<file path="src/rtl/crt_pkg.sv">
// Package for the incremental CRT combiner: widths, limits, status codes,
// sequencer states and the divider request struct. No dependencies.
package crt_pkg;

  localparam int ModulusWidth = 32;
  localparam int ProductWidth = 64;

  localparam int MaskW = (ModulusWidth < 32) ? ModulusWidth : 32;
  localparam int LimW  = (ProductWidth < 64) ? ProductWidth : 64;

  localparam logic [31:0] ModMask =
    (MaskW >= 32) ? {32{1'b1}} : ((32'd1 << MaskW) - 32'd1);
  localparam logic [63:0] Limit =
    (LimW >= 64) ? {64{1'b1}} : ((64'd1 << LimW) - 64'd1);

  typedef enum logic [1:0] {
    ST_OK          = 2'd0,
    ST_NOT_COPRIME = 2'd1,
    ST_OVERFLOW    = 2'd2
  } status_e;

  typedef enum logic [4:0] {
    S_IDLE, S_FIRST_DIV, S_PM_DIV, S_EUC_CHK, S_EUC_DIV, S_EUC_MUL, S_EUC_UPD,
    S_PM_LO, S_PM_HI, S_PM_CHK, S_AM_DIV, S_XM_DIV, S_DI_MUL, S_T_DIV,
    S_PT_LO, S_PT_HI, S_PT_ADD, S_FINISH, S_EMIT
  } state_e;

  typedef struct packed {
    logic start;
    logic wide;   // 1: 64-bit dividend, 0: 32-bit dividend
  } div_req_t;

endpackage

</file>
<file path="src/rtl/crt_incremental_combine.sv">
// Ready stays low while a pair is processed; a later pair takes longer the more Euclid steps
// it runs on (P mod m, m). A pair of a failed group goes straight to the finish state; a last
// pair adds an emit state, held while the output is full.
// A divider pass steps through 32 or 64 quotient bits; each Euclid step adds a 32-bit divide.
// Throughput: one item at a time; ready only when idle. Reset: asynchronous active low;
// group state returns to empty group. Depends on crt_pkg and crt_div.
module crt_incremental_combine (
  input  logic         clk_i,
  input  logic         rst_ni,
  input  logic         s_axis_tvalid_i,
  output logic         s_axis_tready_o,
  input  logic [63:0]  s_axis_tdata_i,   // residue[31:0], modulus[63:32]
  input  logic         s_axis_tlast_i,   // last_pair
  output logic         m_axis_tvalid_o,
  input  logic         m_axis_tready_i,
  output logic [135:0] m_axis_tdata_o    // solution[63:0], combined_modulus[127:64],
                                         // status[129:128], zero pad above
);
  import crt_pkg::*;

  state_e state_q, state_d;

  // group state
  logic [63:0] prod_q, sol_q;
  status_e     status_q;
  logic        first_q;

  // item and working registers
  logic [31:0] a_q, m_q, r_old_q, r_q, inv_q, am_q, xm_q, t_q;
  logic signed [33:0] s_old_q, s_q;
  logic        last_q;
  logic [63:0] lo_q, np_q;
  logic        started_q;

  // shared multiplier, registered
  logic [32:0] mul_a, mul_b;
  logic [65:0] mul_q;

  // divider
  div_req_t    div_req;
  logic [63:0] div_dividend, div_quo;
  logic [31:0] div_divisor, div_rem;
  logic        div_busy, div_done;

  // output register
  logic         out_valid_q;
  logic [129:0] out_data_q;

  logic        in_acc;
  logic [31:0] in_a, in_m;
  logic        is_div_state;
  logic [32:0] abs_s;
  logic [33:0] prod34, ts, inv34;
  logic [32:0] d33;
  logic [95:0] full_pm;
  logic        emit_go;

  assign in_acc = s_axis_tvalid_i & s_axis_tready_o;
  assign in_a   = s_axis_tdata_i[31:0] & ModMask;
  assign in_m   = s_axis_tdata_i[63:32] & ModMask;
  assign s_axis_tready_o = (state_q == S_IDLE);

  assign abs_s   = s_q[33] ? 33'(-s_q) : s_q[32:0];
  assign prod34  = mul_q[33:0];
  assign ts      = s_old_q - (s_q[33] ? -prod34 : prod34);
  assign inv34   = s_old_q[33] ? (s_old_q + {2'b0, m_q}) : s_old_q;
  assign d33     = (am_q >= xm_q) ? ({1'b0, am_q} - {1'b0, xm_q})
                                  : ({1'b0, am_q} + {1'b0, m_q} - {1'b0, xm_q});
  assign full_pm = {mul_q[63:0], 32'd0} + {32'd0, lo_q};
  assign emit_go = !out_valid_q || m_axis_tready_i;

  assign is_div_state = (state_q == S_FIRST_DIV) || (state_q == S_PM_DIV) ||
                        (state_q == S_EUC_DIV) || (state_q == S_AM_DIV) ||
                        (state_q == S_XM_DIV) || (state_q == S_T_DIV);

  // Next state
  always_comb begin
    state_d = state_q;
    unique case (state_q)
      S_IDLE: begin
        if (in_acc) begin
          priority if (status_q != ST_OK)           state_d = S_FINISH;
          else if (in_m == 32'd0)                   state_d = S_FINISH;
          else if (first_q && ({32'd0, in_m} > Limit)) state_d = S_FINISH;
          else if (first_q)                         state_d = S_FIRST_DIV;
          else                                      state_d = S_PM_DIV;
        end
      end
      S_FIRST_DIV: if (div_done) state_d = S_FINISH;
      S_PM_DIV:    if (div_done) state_d = S_EUC_CHK;
      S_EUC_CHK: begin
        priority if (r_q != 32'd0)    state_d = S_EUC_DIV;
        else if (r_old_q != 32'd1)    state_d = S_FINISH;
        else                          state_d = S_PM_LO;
      end
      S_EUC_DIV: if (div_done) state_d = S_EUC_MUL;
      S_EUC_MUL: state_d = S_EUC_UPD;
      S_EUC_UPD: state_d = S_EUC_CHK;
      S_PM_LO:   state_d = S_PM_HI;
      S_PM_HI:   state_d = S_PM_CHK;
      S_PM_CHK:  state_d = (full_pm > {32'd0, Limit}) ? S_FINISH : S_AM_DIV;
      S_AM_DIV:  if (div_done) state_d = S_XM_DIV;
      S_XM_DIV:  if (div_done) state_d = S_DI_MUL;
      S_DI_MUL:  state_d = S_T_DIV;
      S_T_DIV:   if (div_done) state_d = S_PT_LO;
      S_PT_LO:   state_d = S_PT_HI;
      S_PT_HI:   state_d = S_PT_ADD;
      S_PT_ADD:  state_d = S_FINISH;
      S_FINISH:  state_d = last_q ? S_EMIT : S_IDLE;
      S_EMIT:    if (emit_go) state_d = S_IDLE;
      default:   state_d = S_IDLE;
    endcase
  end

  // Datapath controls: divider request and multiplier operands
  always_comb begin
    div_req.start = is_div_state && !started_q;
    div_req.wide  = 1'b0;
    div_dividend  = '0;
    div_divisor   = m_q;
    mul_a         = '0;
    mul_b         = '0;
    unique case (state_q)
      S_FIRST_DIV: div_dividend = {32'd0, a_q};
      S_PM_DIV: begin
        div_dividend = prod_q;
        div_req.wide = 1'b1;
      end
      S_EUC_DIV: begin
        div_dividend = {32'd0, r_old_q};
        div_divisor  = r_q;
      end
      S_AM_DIV: div_dividend = {32'd0, a_q};
      S_XM_DIV: begin
        div_dividend = sol_q;
        div_req.wide = 1'b1;
      end
      S_T_DIV: begin
        div_dividend = mul_q[63:0];
        div_req.wide = 1'b1;
      end
      S_EUC_MUL: begin
        mul_a = {1'b0, div_quo[31:0]};
        mul_b = abs_s;
      end
      S_PM_LO: begin
        mul_a = {1'b0, prod_q[31:0]};
        mul_b = {1'b0, m_q};
      end
      S_PM_HI: begin
        mul_a = {1'b0, prod_q[63:32]};
        mul_b = {1'b0, m_q};
      end
      S_DI_MUL: begin
        mul_a = {1'b0, d33[31:0]};
        mul_b = {1'b0, inv_q};
      end
      S_PT_LO: begin
        mul_a = {1'b0, prod_q[31:0]};
        mul_b = {1'b0, t_q};
      end
      S_PT_HI: begin
        mul_a = {1'b0, prod_q[63:32]};
        mul_b = {1'b0, t_q};
      end
      default: ;
    endcase
  end

  crt_div u_div (
    .clk_i       (clk_i),
    .rst_ni      (rst_ni),
    .req_i       (div_req),
    .dividend_i  (div_dividend),
    .divisor_i   (div_divisor),
    .quotient_o  (div_quo),
    .remainder_o (div_rem),
    .busy_o      (div_busy),
    .done_o      (div_done)
  );

  always_ff @(posedge clk_i) begin
    mul_q <= mul_a * mul_b;
  end

  // Sequencer and group state
  always_ff @(posedge clk_i or negedge rst_ni) begin
    if (!rst_ni) begin
      state_q     <= S_IDLE;
      prod_q      <= '0;
      sol_q       <= '0;
      status_q    <= ST_OK;
      first_q     <= 1'b1;
      started_q   <= 1'b0;
      out_valid_q <= 1'b0;
    end else begin
      state_q <= state_d;
      // track whether the current divide pass has been launched
      if (div_done)          started_q <= 1'b0;
      else if (div_req.start) started_q <= 1'b1;
      // load a new result, or drop the held one once taken
      if (state_q == S_EMIT && emit_go) out_valid_q <= 1'b1;
      else if (m_axis_tready_i)         out_valid_q <= 1'b0;
      unique case (state_q)
        S_IDLE: begin
          if (in_acc && status_q == ST_OK) begin
            priority if (in_m == 32'd0) status_q <= ST_NOT_COPRIME;
            else if (first_q && ({32'd0, in_m} > Limit)) status_q <= ST_OVERFLOW;
            else ;
          end
        end
        S_FIRST_DIV: begin
          if (div_done) begin
            sol_q  <= {32'd0, div_rem};
            prod_q <= {32'd0, m_q};
          end
        end
        S_EUC_CHK: begin
          // gcd check comes before the overflow check
          if (r_q == 32'd0 && r_old_q != 32'd1) status_q <= ST_NOT_COPRIME;
        end
        S_PM_CHK: if (full_pm > {32'd0, Limit}) status_q <= ST_OVERFLOW;
        S_PT_ADD: begin
          sol_q  <= sol_q + lo_q + {mul_q[31:0], 32'd0};
          prod_q <= np_q;
        end
        S_FINISH: first_q <= 1'b0;
        S_EMIT: begin
          if (emit_go) begin
            // drop back to an empty group
            prod_q      <= '0;
            sol_q       <= '0;
            status_q    <= ST_OK;
            first_q     <= 1'b1;
          end
        end
        default: ;
      endcase
    end
  end

  // Working registers, no reset needed
  always_ff @(posedge clk_i) begin
    if (in_acc) begin
      a_q    <= in_a;
      m_q    <= in_m;
      last_q <= s_axis_tlast_i;
    end
    unique case (state_q)
      S_PM_DIV: begin
        if (div_done) begin
          r_old_q <= div_rem;
          r_q     <= m_q;
          s_old_q <= 34'sd1;
          s_q     <= 34'sd0;
        end
      end
      S_EUC_CHK: inv_q <= inv34[31:0];
      S_EUC_UPD: begin
        r_old_q <= r_q;
        r_q     <= div_rem;
        s_old_q <= s_q;
        s_q     <= ts;
      end
      S_PM_HI:  lo_q <= mul_q[63:0];
      S_PM_CHK: np_q <= full_pm[63:0];
      S_AM_DIV: if (div_done) am_q <= div_rem;
      S_XM_DIV: if (div_done) xm_q <= div_rem;
      S_T_DIV:  if (div_done) t_q <= div_rem;
      S_PT_HI:  lo_q <= mul_q[63:0];
      S_EMIT: begin
        if (emit_go) begin
          if (status_q == ST_OK) out_data_q <= {status_q, prod_q, sol_q};
          else                   out_data_q <= {status_q, 64'd0, 64'd0};
        end
      end
      default: ;
    endcase
  end

  assign m_axis_tvalid_o = out_valid_q;
  assign m_axis_tdata_o  = {6'd0, out_data_q};

`ifndef SYNTHESIS
  a_div_start_idle: assert property (@(posedge clk_i) disable iff (!rst_ni)
    div_req.start |-> !div_busy)
    else $error("divider started while busy");

  a_fail_zero: assert property (@(posedge clk_i) disable iff (!rst_ni)
    (m_axis_tvalid_o && m_axis_tdata_o[129:128] != ST_OK) |->
    (m_axis_tdata_o[127:0] == 128'd0))
    else $error("failed group with nonzero payload");

  a_sol_below_prod: assert property (@(posedge clk_i) disable iff (!rst_ni)
    (m_axis_tvalid_o && m_axis_tdata_o[129:128] == ST_OK) |->
    (m_axis_tdata_o[63:0] < m_axis_tdata_o[127:64]))
    else $error("solution not below combined modulus");
`endif

endmodule

</file>
<file path="src/rtl/crt_div.sv">
// Restoring divider, one quotient bit per cycle, 64- or 32-bit dividend
// over a 32-bit divisor. Depends on crt_pkg.
module crt_div (
  input  logic              clk_i,
  input  logic              rst_ni,
  input  crt_pkg::div_req_t req_i,
  input  logic [63:0]       dividend_i,
  input  logic [31:0]       divisor_i,
  output logic [63:0]       quotient_o,
  output logic [31:0]       remainder_o,
  output logic              busy_o,
  output logic              done_o
);
  import crt_pkg::*;

  logic [63:0] quo_q, quo_d;
  logic [31:0] rem_q, rem_d, dvs_q, dvs_d;
  logic [6:0]  cnt_q, cnt_d;
  logic        busy_q, busy_d, done_q, done_d;
  logic [32:0] rem_sh, diff;
  logic        ge;

  assign rem_sh = {rem_q, quo_q[63]};
  assign diff   = rem_sh - {1'b0, dvs_q};
  assign ge     = (rem_sh >= {1'b0, dvs_q});

  always_comb begin
    quo_d  = quo_q;
    rem_d  = rem_q;
    dvs_d  = dvs_q;
    cnt_d  = cnt_q;
    busy_d = busy_q;
    done_d = 1'b0;
    if (req_i.start) begin
      quo_d  = req_i.wide ? dividend_i : {dividend_i[31:0], 32'd0};
      rem_d  = '0;
      dvs_d  = divisor_i;
      cnt_d  = req_i.wide ? 7'd64 : 7'd32;
      busy_d = 1'b1;
    end else if (busy_q) begin
      quo_d = {quo_q[62:0], ge};
      rem_d = ge ? diff[31:0] : rem_sh[31:0];
      cnt_d = cnt_q - 7'd1;
      if (cnt_q == 7'd1) begin
        busy_d = 1'b0;
        done_d = 1'b1;
      end
    end
  end

  always_ff @(posedge clk_i or negedge rst_ni) begin
    if (!rst_ni) begin
      busy_q <= 1'b0;
      done_q <= 1'b0;
      cnt_q  <= '0;
    end else begin
      busy_q <= busy_d;
      done_q <= done_d;
      cnt_q  <= cnt_d;
    end
  end

  always_ff @(posedge clk_i) begin
    quo_q <= quo_d;
    rem_q <= rem_d;
    dvs_q <= dvs_d;
  end

  assign quotient_o  = quo_q;
  assign remainder_o = rem_q;
  assign busy_o      = busy_q;
  assign done_o      = done_q;

endmodule

</file>
<file path="config.mk">
export PLATFORM = sky130hd
export DESIGN_NAME = crt_incremental_combine
export DESIGN_NICKNAME = d
export VERILOG_FILES = /design/src/rtl/crt_pkg.sv /design/src/rtl/crt_incremental_combine.sv /design/src/rtl/crt_div.sv
export SDC_FILE = /design/constraint.sdc
export NUM_CORES = 2
export LEC_CHECK = 0
export BUFFER_PORTS_ARGS = -buffer_cell sky130_fd_sc_hd__buf_2
export CORE_ASPECT_RATIO = 0.75
export CORE_MARGIN = 2
export CORE_UTILIZATION = 30
export CTS_CLUSTER_DIAMETER = 100
export DETAILED_ROUTE_END_ITERATION = 6
export PLACE_DENSITY = 0.53
export SLEW_MARGIN = 20
export SYNTH_ARGS = -nofsm -noshare
export SYNTH_HDL_FRONTEND = slang
export SYNTH_SLANG_ARGS = --single-unit
</file>
<file path="constraint.sdc">
create_clock -name clk_i -period 13.2 [get_ports clk_i]
set_input_delay 0 -clock clk_i [delete_from_list [all_inputs] [get_ports clk_i]]
set_output_delay 0 -clock clk_i [all_outputs]
set_load 0.005 [all_outputs]
</file>
======== Yosys cells after proc, flatten, opt, wreduce, memory -nomap -nowiden ========
Cells that the tools add are included.
W data, S select, Z words.
storage, ports and cells
  register bits ........................... 922
  word-level logic and storage cells ...... 181
operators by class
  bitwise operators ....................... 1
  multipliers ............................. 1
  magnitude comparators ................... 3
  muxes and demuxes ....................... 63
  add/subtract/negate cells ............... 12
  equality and inequality tests ........... 32
  reductions and logical operators ........ 40
operators by type and width
  operator                number
  $mux W64                6
  $pmux W64 S3            2
  $pmux W64 S5            1
  $mux W32                6
  $pmux W34 S2            2
  $pmux W33 S4            1
  $add A64 B64 Y64        2
  $pmux W32 S2            2
  $pmux W32 S4            1
  $mux W34                3
  $add A96 B64 Y96        1
  $gt A96 B64 Y1 const B  1
  $sub A32 B32 Y32        3
  $pmux W5 S19            1
  $mux W5                 14
  $add A32 B32 Y32        2
  $logic_not A32 Y1       2
  $mul A32 B33 Y64        1
  $eq A5 B4 Y1 const B    8
  $neg A34 Y34            1
  $sub A34 B34 Y34        1
  $ge A33 B32 Y1          1
  $mux W33                1
  $neg A33 Y33            1
  other kinds (31)        88

======== Logic depth before layout (Yosys ltp) ========
  depth in word-level cells ............... 9
  mapped depth ............................ 47

======== By module ========
Synthesis repeated with hierarchy kept, for this count alone.
second synthesis, totals
  cells, all modules ...................... 9108
  area, all modules ....................... 87868.0 µm²
by module, submodules not included
  module                   seq. area each (µm²)  area an instance (µm²)  cells an instance  instances
  crt_incremental_combine  22242.6               79932.9                 8346               1
  crt_div                  3748.6                7935.1                  762                1

======== Least setup slack after synthesis ========
No wires, ideal clock.
  path kind ............................... reg2reg
  start ................................... reg state_q[1]
  end ..................................... reg mul_q[61]
  slack ................................... 2419 ps
  stages on the path, launching flop included .. 36
  arrival ................................. 10658 ps
  buffers on the path ..................... 5
  period minus slack after synthesis ...... 10781 ps
  cells stage by stage .................... dfrtp_1 > clkbuf_1 > nand2_1 > inv_1 > a21oi_1 > nor3_1 > clkbuf_1 > clkbuf_1 > a221oi_1 > clkbuf_1 > nor2_1 > fa_1 > fa_1 > inv_1 > fa_1 > inv_1 > fa_1 > inv_1 > fa_1 > fa_1 > fa_1 > fa_1 > inv_1 > ha_1 > clkbuf_1 > a21oi_1 > nor2b_1 > o221a_2 > o221a_2 > o31ai_1 > a211o_1 > a41oi_1 > a21oi_1 > a211oi_1 > o21bai_1 > xor2_1
on the way
  word-level cells in the longest chain between the ends .. 4
  elaborated cells on any way between the ends .. 13
  those cells by class .................... mul (1); eq/ne (6); mux (2); reduce/logical (4)
RTL lines
  item                                                 RTL line                        text
  from (decl)                                          crt_incremental_combine.sv:21   state_e state_q, state_d;
  from (signal assigned)                               crt_incremental_combine.sv:197  state_q <= state_d;
  $eq A5 B4 Y1 / $eq A5 B3 Y1 (equally long branches)  crt_incremental_combine.sv:123  unique case (state_q)
  $reduce_or A2 Y1 (no line)                           n/a
  $pmux W32 S4 / $pmux W33 S4 (equally long branches)  crt_incremental_combine.sv:123
  $mul A32 B33 Y64 (*)                                 crt_incremental_combine.sv:183  mul_q <= mul_a * mul_b;
  to (signal assigned)                                 crt_incremental_combine.sv:183
  to (decl)                                            crt_incremental_combine.sv:37   logic [65:0] mul_q;
Mark *: on every way between the ends. The rest lies on a longest branch, timed or not.
A chain may end at the register's enable or synchronous reset.

======== Worst setup path after layout ========
  start ................................... reg m_q[1]
  end ..................................... reg mul_q[61]
on the way
  word-level cells in the longest chain between the ends .. 5
  elaborated cells on any way between the ends .. 6
  those cells by class .................... add/sub (2); mul (1); mux (3)
RTL lines
  item                    RTL line                        text
  from (decl)             crt_incremental_combine.sv:29   logic [31:0] a_q, m_q, r_old_q, r_q, inv_q, am_q, xm_q, t_q;
  from (signal assigned)  crt_incremental_combine.sv:246  m_q <= in_m;
  $add A32 B32 Y32        crt_incremental_combine.sv:68   : ({1'b0, am_q} + {1'b0, m_q} - {1'b0, xm_q});
  $sub A32 B32 Y32        crt_incremental_combine.sv:68
  $mux W32                crt_incremental_combine.sv:67   assign d33 = (am_q >= xm_q) ? ({1'b0, am_q} - {1'b0, xm_q})
  $pmux W32 S4            crt_incremental_combine.sv:123
  $mul A32 B33 Y64 (*)    crt_incremental_combine.sv:183
Marks and branches as above.

==> metrics.yaml <==
r2r_setup_slack_ns: 0.35
core_um2: 285000
initial_core_util: 0.301
fin_area_um2: 97300
worstRegToRegCells: 40
synth_top_cell_by_area: "edfxtp_1"
slew_violations: 0
path_common_cell: "fa_1"
drv_cap: 0
report.final.hold_viol_count: 0
cp_slowest_cell: "fa_1"
finalSetupTns_ns: 0
syn-cell-area_um2: 85900
synthMuxAreaShare: 0.00516
synthSimpleGateAreaFrac: 0.132
std_cell_rows: 170
p_leak_nw: 42.4
synth_xor_area_frac: 0.0356
insertion_delay_ns: 0.78
synthTopCellsByCount: "inv_1, nand2_1, fa_1"
cp.arrival_ns: 13.47
clock.fmax_ghz: 0.0779
violations: "DRC"
yosys-top-cells-area: "edfxtp_1, fa_1, ha_1"
ys_ff_latch: 922
drtPass1Iterations: 7
critPathRequiredTime_ns: 13.83
synth-compound-area-share: 0.136
drive_gt1_frac: 0.0828
rsz0062_at_grt: "false"
route.vias.total: 71719
cts_buffers: 101
first_global_vias: 69523
grt_usage: 0.253
gp_congestion: 1.01
io_pins: 207
reg2reg_to: "mul_q[61]"
area_growth_pct: 13.2
finalNetCount: 10752
async_reset_ff_frac: 0.159
yosysSeqAreaShare: 0.303
period_share: 0.973
clock_sinks: 922
status: "finished with violations"
critPathCapture: "mul_q[61]"
critPathMaxFanout: 16
synth_edf_count: 679
root_buffer: "clkbuf_16"
slew_headroom: 0.172
cts_tree: "done"
worstMarginPinSlew_ns: 1.24
grt_pass1_wl_um: 526000
syn_inst: 8896
slowest_delay_ns: 0.58
final_antenna_net_count: 0
irDropWorstVdd_mv: 0.116
grt.overflow.total: 0
die_h_um: 467
p_per_area_nw_per_um2: 150
yosysUniqueCellTypes: 87
cts_max_level: 3
finalSetupViolCount: 0
fp.dieArea_um2: 291000
synthAdderAreaFrac: 0.311
wire_per_inst_um: 28.8
ys.flop_type: "edfxtp_1"
antenna_found_initial: 39
ctsResizeCount: 0
io_buffers: 200
synth.avg_cell_area_um2: 9.65
dpl_cell_area_um2: 92500
cp-end-kind: "flip-flop"
viasPerCell: 5.50
yosysMostFrequentCell: "inv_1"
period_minus_slack_ns: 12.85
fin_hold_ws_ns: 0.0788
drc: 38
dr.first_iter.drc_count: 9935
cts_buffer_depth: 3
grt_max_degree: 89
critical_path_class: "reg2reg"
synth_top_area_frac: 0.237
hold_path_class: "in2reg"
die_w_um: 622
critPathLaunchType: "flip-flop"
routed_wl_um: 376000
ys_warn_count: 0
startpoint: "m_q[1]"
synth_top_family_by_area: "adder cells"
dpl.hpwl_um: 296000
finClkSkew_ns: 0.0794
timing.rr.start: "m_q[1]"
clk_pin_slew_ns: 0.07
[through the flow]
stage	total power [mW]	util	setup slack, ns	cells
2_1_floorplan	8.43	-	2.42	8901
3_3_place_gp	11.2	0.324	0.706	12702
3_5_place_dp	11.2	0.324	0.685	12708
4_1_cts	14.3	0.340	0.624	13013
5_1_grt	15.2	0.341	0.0453	13025
6_report	14.6	0.341	0.355	13037
[layout make-up]
| type | count | area, um2 |
|---|---|---|
| diodes | 21 | 52.6 |
| clock buffers | 128 | 2750 |
| clock inverters | 64 | 779 |
| fillers | 29070 | 188000 |
| inverters | 1337 | 5020 |
| multi-input cells | 6219 | 53800 |
| flip-flops and latches | 922 | 26000 |
| well taps | 3784 | 4730 |
| repair buffers | 562 | 4120 |
[metal layers]
layer	track usage	vias to the layer above	part of all wire
met2	0.344	4416	0.39
met4	0.0853	16	0.039
met5	0.00358	-	0.00060
met3	0.0888	623	0.14
met1	0.368	36392	0.43
li1	-	30272	-
[worst max-delay path, delay by kind of cell, from the launching register on]
kind	cells	cell delay [ns]
buf+inv	6	1.10
fa+ha+maj	11	5.42
flops	1	0.43
xor+xnor	2	0.41
simple gates	3	0.28
compound gates	18	5.03
[placed cells by master (no fill, tap or decap), types with 43 or more instances in the layout]
cell type      count
nand3_1           81
dlygate4sd3_1    112
xnor2_1          193
edfxtp_1         679
nor2_1           459
ha_1             547
inv_1           1335
a221o_1           44
xor2_1           156
nor3_1           113
nand2_1         1257
a211oi_1          49
a22o_1            49
clkbuf_16        102
buf_4            240
dfrtp_1          145
nor2b_1           50
o21ai_0          385
o21bai_1          47
nand4_1           47
fa_1             993
o211ai_1          43
dfxtp_1           96
a21oi_1          416
a21o_1           158
o21a_1            86
nand2b_1          45
and2_1           258
a222oi_1          78
buf_2            200
a22oi_1           98
[registers in the layout, indices dropped and copies added, names as in the netlist, 5 cells and up]
name,cells
a_q,32
u_div.remainder_o,32
mul_q,64
t_q,32
u_div.cnt_q,7
am_q,32
sol_q,64
xm_q,32
u_div.quotient_o,64
m_q,32
out_data_q,130
prod_q,64
np_q,64
u_div.dvs_q,32
s_q,34
state_q,5
r_old_q,32
inv_q,32
lo_q,64
s_old_q,34
r_q,32
[timing repair]
item | 4_1_cts | 5_1_grt
hold buffers | 113 | 0
endpoints found under the hold margin | 166 | 0
buffers inserted | 0 | 0
[report_power, final]
group	internal, mW	leakage [nW]	switching, mW
clock	1.71	1.70	1.36
combinational	2.38	32.3	4.35
sequential	3.74	8.46	1.02
[cells by family (layout without fill, tap and decap cells)]
logic type               Yosys count  count (layout)
XOR/XNOR                         349             349
flip-flops                       922             922
buffers and inverters           1760            2091
AO/OA/AOI/OAI                   1759            1759
multiplexers                      41              41
other                              1              27
AND/OR/NAND/NOR                 2524            2524
adder cells (fa/ha/maj)         1540            1540
[how the worst min path moves through the flow]
stage                       startpoint              end  slack, ns  depth (start not counted)
global route        s_axis_tdata_i[39]           m_q[7]       0.06                          2
global placement                rst_ni       state_q[4]     -0.004                          1
CTS                 s_axis_tdata_i[39]           m_q[7]       0.03                          2
floorplan                       rst_ni  m_axis_tvalid_o      -0.30                          0
detailed placement              rst_ni       state_q[4]      0.005                          1
finish              s_axis_tdata_i[39]           m_q[7]       0.08                          2
Note: power is estimated with default switching activity, not from simulation.
